$ cat config.mk
export PLATFORM = sky130hd
export DESIGN_NAME = fhcc_rsp_fifo
export DESIGN_NICKNAME = d
export VERILOG_FILES = /design/src/rtl/fhcc_pkg.sv /design/src/rtl/fhcc_rsp_fifo.sv
export VERILOG_INCLUDE_DIRS = /design/src /design/src/rtl
export SDC_FILE = /design/constraint.sdc
export NUM_CORES = 1
export LEC_CHECK = 0
export BUFFER_PORTS_ARGS = -buffer_cell sky130_fd_sc_hd__buf_2
export CELL_PAD_IN_SITES_DETAIL_PLACEMENT = 1
export CELL_PAD_IN_SITES_GLOBAL_PLACEMENT = 1
export CORE_AREA = 4 4 241 243
export DETAILED_ROUTE_END_ITERATION = 12
export DIE_AREA = 0 0 245 247
export GPL_ROUTABILITY_DRIVEN = 1
export PLACE_DENSITY = 0.83
export SLEW_MARGIN = 20
export SYNTH_ARGS = -nofsm -noshare
export SYNTH_HDL_FRONTEND = slang
export SYNTH_SLANG_ARGS = --single-unit
$ cat constraint.sdc
create_clock -name clock -period 56 [get_ports clock]
set_input_delay 11.2 -clock clock [delete_from_list [all_inputs] [get_ports clock]]
set_output_delay 11.2 -clock clock [all_outputs]
set_load 0.01 [all_outputs]
$ cat src/rtl/frame_header_crc_checker_macros.svh
// assertion shorthands shared by the checker modules
`ifndef FRAME_HEADER_CRC_CHECKER_MACROS_SVH
`define FRAME_HEADER_CRC_CHECKER_MACROS_SVH

// same-cycle implication, quiet during reset
`define FHCC_ASSERT_NOW(label, ante, cons, msg) \
   label: assert property (@(posedge clock) disable iff (reset) (ante) |-> (cons)) \
      else $error(msg);

// next-cycle implication, quiet during reset
`define FHCC_ASSERT_NEXT(label, ante, cons, msg) \
   label: assert property (@(posedge clock) disable iff (reset) (ante) |=> (cons)) \
      else $error(msg);

`endif

$ cat src/rtl/fhcc_pkg.sv
package fhcc_pkg;

   // frame layout
   localparam int unsigned HDR_BYTES       = 24;
   localparam int unsigned TRAILER_BYTES   = 4;
   localparam int unsigned MIN_FRAME_BYTES = HDR_BYTES + TRAILER_BYTES;
   localparam int unsigned DEFAULT_MAX_FRAME_BYTES = 256;

   localparam logic [7:0]  MAGIC_A       = 8'h45;
   localparam logic [7:0]  MAGIC_B       = 8'h53;
   localparam logic [7:0]  FRAME_VERSION = 8'h01;
   localparam logic [31:0] CRC_POLY      = 32'hEDB88320;
   localparam logic [31:0] CRC_INIT      = 32'hFFFFFFFF;

   localparam logic [15:0] SLACK_RESET   = 16'd15;

   // result queue depth
   localparam int unsigned RSP_FIFO_DEPTH = 3;

   // bus widths
   localparam int unsigned REQ_DATA_W = 40;
   localparam int unsigned RSP_DATA_W = 184;

   typedef enum logic {
      KIND_PAYLOAD = 1'b0,
      KIND_STATUS  = 1'b1
   } kind_type;

   typedef enum logic [2:0] {
      ST_OK       = 3'd0,
      ST_SHORT    = 3'd1,
      ST_LONG     = 3'd2,
      ST_BAD_HDR  = 3'd3,
      ST_CRC_FAIL = 3'd4,
      ST_STALE    = 3'd5
   } status_type;

   typedef struct packed {
      logic [31:0] peer_time;
      logic        last_byte;
      logic [7:0]  byte_value;
   } in_word_type;

   typedef struct packed {
      kind_type    item_kind;
      logic [31:0] frame_time;
      logic [63:0] nonce_count;
      logic [63:0] frame_seq;
      logic [7:0]  payload_length;
      status_type  status;
      logic [7:0]  payload_byte;
   } rsp_item_type;

   // reflected crc-32, one byte
   function automatic logic [31:0] crc_byte(input logic [31:0] c, input logic [7:0] b);
      logic [31:0] v;
      v = c ^ {24'd0, b};
      for (int k = 0; k < 8; k++) begin
         v = v[0] ? ((v >> 1) ^ CRC_POLY) : (v >> 1);
      end
      return v;
   endfunction

endpackage

$ cat src/rtl/fhcc_rsp_fifo.sv
module fhcc_rsp_fifo (
   input  logic                  clock,
   input  logic                  reset,
   input  logic [1:0]            push_count,
   input  fhcc_pkg::rsp_item_type push_item_a,
   input  fhcc_pkg::rsp_item_type push_item_b,
   output logic [1:0]            level,
   output logic                  rsp_valid,
   input  logic                  rsp_ready,
   output fhcc_pkg::rsp_item_type rsp_item
);
   import fhcc_pkg::*;

   localparam int unsigned DEPTH = RSP_FIFO_DEPTH;
   localparam int unsigned PW    = $clog2(DEPTH);

   rsp_item_type      entries_ff [DEPTH];
   logic [PW-1:0]     wr_ptr_ff, wr_ptr_in;
   logic [PW-1:0]     rd_ptr_ff, rd_ptr_in;
   logic [1:0]        level_ff, level_in;
   logic              pop;

   function automatic logic [PW-1:0] next_ptr(input logic [PW-1:0] p);
      return (p == PW'(DEPTH - 1)) ? '0 : p + PW'(1);
   endfunction

   assign pop       = (level_ff != 2'd0) && rsp_ready;
   assign rsp_valid = (level_ff != 2'd0);
   assign rsp_item  = entries_ff[rd_ptr_ff];
   assign level     = level_ff;

   // pointer and fill bookkeeping
   always_comb begin
      wr_ptr_in = wr_ptr_ff;
      if (push_count == 2'd1) begin
         wr_ptr_in = next_ptr(wr_ptr_ff);
      end else if (push_count == 2'd2) begin
         wr_ptr_in = next_ptr(next_ptr(wr_ptr_ff));
      end
      rd_ptr_in = pop ? next_ptr(rd_ptr_ff) : rd_ptr_ff;
      level_in  = level_ff + push_count - {1'b0, pop};
   end

   always_ff @(posedge clock) begin
      if (reset) begin
         wr_ptr_ff <= '0;
         rd_ptr_ff <= '0;
         level_ff  <= '0;
      end else begin
         wr_ptr_ff <= wr_ptr_in;
         rd_ptr_ff <= rd_ptr_in;
         level_ff  <= level_in;
      end
   end

   // storage, first word then second
   always_ff @(posedge clock) begin
      if (push_count != 2'd0) begin
         entries_ff[wr_ptr_ff] <= push_item_a;
      end
      if (push_count == 2'd2) begin
         entries_ff[next_ptr(wr_ptr_ff)] <= push_item_b;
      end
   end

`include "frame_header_crc_checker_macros.svh"

   `FHCC_ASSERT_NOW(a_level_in_range, 1'b1, level_ff <= 2'(DEPTH), "fifo level above depth")
   `FHCC_ASSERT_NOW(a_no_overrun, push_count != 2'd0, {1'b0, level_ff} + {1'b0, push_count} <= 3'(DEPTH), "push into full fifo")
   `FHCC_ASSERT_NOW(a_ptr_gap, (level_ff != 2'd0) && (level_ff != 2'(DEPTH)), rd_ptr_ff != wr_ptr_ff, "pointers disagree with level")

endmodule
## Yosys cells after proc, flatten, opt, wreduce, memory -nomap -nowiden

Memories as Yosys holds them, arrays and structs flattened. A register that Yosys moved wholly into a read port is not among the register bits.
Index checks and enable logic that the tools add are counted.

| operators by class | value |
|---|---|
| reductions and logical operators | 4 |
| muxes and demuxes | 11 |
| equal/unequal tests | 5 |
| $add $sub $neg | 5 |

Operators by type and width:

| cell | count |
|---|---|
| two-way mux 2 bit | 7 |
| == test 2 bit, second input constant | 4 |
| adder 2 x 1 -> 2 bit, second input constant | 3 |
| nonzero test 2 bit | 3 |
| two-way mux 1 bit | 4 |
| adder 2 bit | 1 |
| == test 2 x 1 -> 1 bit, second input constant | 1 |
| subtractor 2 x 1 -> 2 bit | 1 |
| logical AND 1 bit | 1 |

| storage, ports and cells | value |
|---|---|
| memories | 1 |
| register bits after elaboration | 6 |
| logic and storage cells | 29 |
| output and inout port bits | 183 |
| bits in writable memories | 540 |
| input bits | 365 |

Memories:

| name | words | bits a word | read ports | clocked after memory_dff | wr ports | line | text |
|---|---|---|---|---|---|---|---|
| entries_ff | 3 | 180 | 1 | 1 | 2 | fhcc_rsp_fifo.sv:17 | `rsp_item_type entries_ff [DEPTH];` |

## Logic depth before layout (Yosys ltp)

| depth | value |
|---|---|
| word-level depth | 6 |
| gate-level depth with buffers | 7 |
| depth with buffers taken out | 6 |

## Worst setup path after synthesis

OpenSTA, ideal clock, no wires.

| timing path | value |
|---|---|
| path kind | input-to-reg |
| start | input push_count[0] |
| end | memory entries_ff[1][0] (netlist name) (enable) |
| buffers on the path | 0 |
| stages on the path | 4 |
| required time | 55.013 ns |
| slack | 30.352 ns |
| data arrival time | 24.661 ns |
| library setup time | 0.987 ns |
| path through | inv_1 -> ha_1 -> nor2_1 -> a211oi_1 |

RTL lines:

| item | line | text |
|---|---|---|
| start: declaration | fhcc_rsp_fifo.sv:4 | `input logic [1:0] push_count,` |
| end: declaration | fhcc_rsp_fifo.sv:17 |  |

==> results_dict.tcl <==
set metrics [dict create \
    status "completed" \
    cts_max_path_buffers 3 \
    fin_setup_tns_ns 0 \
    synth_top_area_frac 0.597 \
    final_net_count 2670 \
    rows 87 \
    cts_inserted_buffers 58 \
    ys_ff_latch 548 \
    path_class "flip-flop to output pin" \
    post_cts_buffers 0 \
    ant_nets 0 \
    netlist_instances 1793 \
    dieArea_sq_mm 0.0605 \
    yosysTopAreaCell "edfxtp_1" \
    whs_ns 0.479 \
    cp-end-kind "output pin" \
    finalClockSkew_ns 0.0128 \
    wirelength_um 78100 \
    setup_violations 0 \
    io_pins 548 \
    synth_top_cells_by_area "edfxtp_1 60%, mux2_2 18%, mux2i_1 6.6%" \
    rsz0062_at_grt "no" \
    power.switching_mw 0.288 \
    vias_per_cell 5.55 \
    yosys_warnings 0 \
    ir_drop_uv 24.3 \
    vias 17500 \
    insertion_delay_ns 0.61 \
    drive_above_1_share 0.500 \
    hp-class "flip-flop to flip-flop" \
    slew_headroom 0.210 \
    start_util 0.485 \
    pwr-share-comb 0.173 \
    first_pass_iters 5 \
    min_period_ns 15.34 \
    first_global_vias 19000 \
    max_freq_mhz 65.2 \
    drt_iter0_drc 806 \
    coreArea_sq_mm 0.0560 \
    ctsResizeCount 0 \
    placed_area_sq_mm 0.0304 \
    avgSynthCellArea_sq_um 15.1 \
    r2r_slack_ns 52.59 \
    cp_max_fo 52 \
    root_buffer "clkbuf_16" \
    cts.sinks 548 \
    leakagePower_nw 12.0 \
    internal-power_mw 0.819 \
    io_buffers 547 \
    synth_area_sq_mm 0.0271 \
    drt_drc_violations_left 0 \
    area_delta_synth_final_pct 19.4 \
    finalHoldViolCount 0 \
    place.gp.congestion 0.815 \
    timing.max_cap.violations 0 \
    ys_types 30 \
    p_clk_frac 0.352 \
    die_x_um 245 \
    power_density_mw_per_mm2 34.2 \
    hp-start "rd_ptr_ff[0]" \
    synth_fp_nets 2162 \
    final_cells 3155 \
    grt_start_max_net_pins 154 \
    required_ns 44.80 \
    slew_violations 0 \
    switching_share 0.260 \
    cp.arrival_ns 4.14 \
    fp.dieH_um 247 \
    cts_max_level 2 \
    min_period_over_period 0.274 \
    antenna_found_initial 54 \
    wl_per_cell_um 24.7 \
    cts_tree "done" \
    sequentialPowerShare 0.475 \
    dpl.cell_count 2996 \
    synth_seq_area_share 0.603 \
    r2r_start "wr_ptr_ff[1]" \
    design_area_sq_mm 0.0324 \
    worstMarginPinSlew_ns 1.19 \
    nFillCells 5644 \
    holdBufCountCts 0 \
    grt_overflow 0 \
    track_usage 0.248 \
    hpwl_um 49500 \
    grt_pass1_wl_um 116000 \
    clkTransAtPathRegs_ns 0.06 \
    start_kind "flip-flop" \
]
Yosys cell counts:
cell,n
nand3b_1,2
nor3b_1,2
mux2_1,20
xor2_1,1
clkbuf_1,35
a211oi_1,2
nand2_1,184
ha_1,4
edfxtp_1,540
nor2_1,3
mux2i_1,180
inv_1,4
buf_2,63
xnor2_1,1
nand3_1,1
nand2b_1,3
dfxtp_1,8
nor3b_2,1
nand2_2,1
o31ai_1,1
a21oi_1,7
buf_6,22
mux2_2,431
o21ai_0,182
or3_1,1
or2_2,1
buf_1,2
or3b_2,1
mux2_4,89
nor2b_1,1
cells in the final DEF (no fill, tap or decap), types with 2 or more instances in the layout:
cell       Yosys  final
o21ai_0      182    182
mux2_1        20     20
clkinv_2       0      6
inv_1          4      4
mux2_2       431    431
nor2_1         3      3
edfxtp_1     540    540
clkbuf_1      35     19
nor3b_1        2      2
diode_2        0     51
mux2_4        89     89
buf_12         0      2
nand3b_1       2      2
buf_2         63    547
clkbuf_16      0     61
bufinv_16      0      7
ha_1           4      4
buf_6         22      2
nand2b_1       3      3
dfxtp_4        0      2
buf_4          0     19
nand2_1      184    183
clkinv_1       0     12
mux2i_1      180    180
dfxtp_1        8      6
a21oi_1        7      7
sequential cells by signal, indices dropped and copies added, names as in the netlist, named ones only:
signal	flops
entries_ff	540
level	2
rd_ptr_ff	2
wr_ptr_ff	2
layout make-up:
class,count,area [sq um],share of cell area
Sequential cell,548,16400,0.505
Multi-Input combinational cell,1119,10100,0.312
Timing Repair Buffer,570,2940,0.0908
Clock buffer,80,1600,0.0493
Tap cell,756,946,0.0292
Clock inverter,27,302,0.00930
Antenna cell,51,128,0.00394
Inverter,4,15.0,0.000463
critical path, cell delays in order, from the launching register on:
cell and delay (ns):
dfxtp_4 1.00, buf_4 0.90, buf_4 0.78, mux2i_1 0.17
o21ai_0 0.27, buf_2 0.21
per-layer routing:
| layer | vias to the layer above | track usage | share of wire |
|---|---|---|---|
| met5 | - | 0 | 0.0019 |
| met4 | 20 | 0.129 | 0.048 |
| met2 | 509 | 0.427 | 0.52 |
| met3 | 204 | 0.0654 | 0.061 |
| met1 | 8864 | 0.286 | 0.37 |
| li1 | 7921 | - | - |
cell families (layout without fill, tap and decap cells):
| group | count (synthesis) | after routing | synth area share |
|---|---|---|---|
| compound gates | 192 | 192 | 0.0357 |
| xor+xnor | 2 | 2 | 0.000645 |
| fa+ha+maj | 4 | 4 | 0.00184 |
| buf+inv | 126 | 681 | 0.0264 |
| flops | 548 | 548 | 0.603 |
| mux | 720 | 720 | 0.303 |
| other cells | 0 | 51 | 0 |
| simple gates | 201 | 201 | 0.0295 |
final timing paths:
| check | depth (start not counted) | end |
|---|---|---|
| max | 5 | rsp_item[125] |
| min reg2reg | 2 | flip-flop |
| max reg2reg | 4 | entries_ff[1][149] |
| min | 2 | flip-flop |
per-stage QoR:
step,total power [mW],utilization,worst slack [ns]
after detailed placement,0.725,0.543,40.89
after CTS,1.12,0.577,40.64
after global routing,1.15,0.579,40.52
after global placement,0.715,0.543,40.94
after floorplan,0.658,-,30.35
final,1.11,0.579,40.66
power by group through the flow:
stage	clock network (mW)	registers, mW	logic, mW
after detailed placement	0	0.535	0.191
after global routing	0.414	0.530	0.207
after global placement	0	0.531	0.185
final	0.390	0.526	0.192
after floorplan	0	0.546	0.112
after CTS	0.397	0.527	0.193
Power figures use the tool's default switching activity.
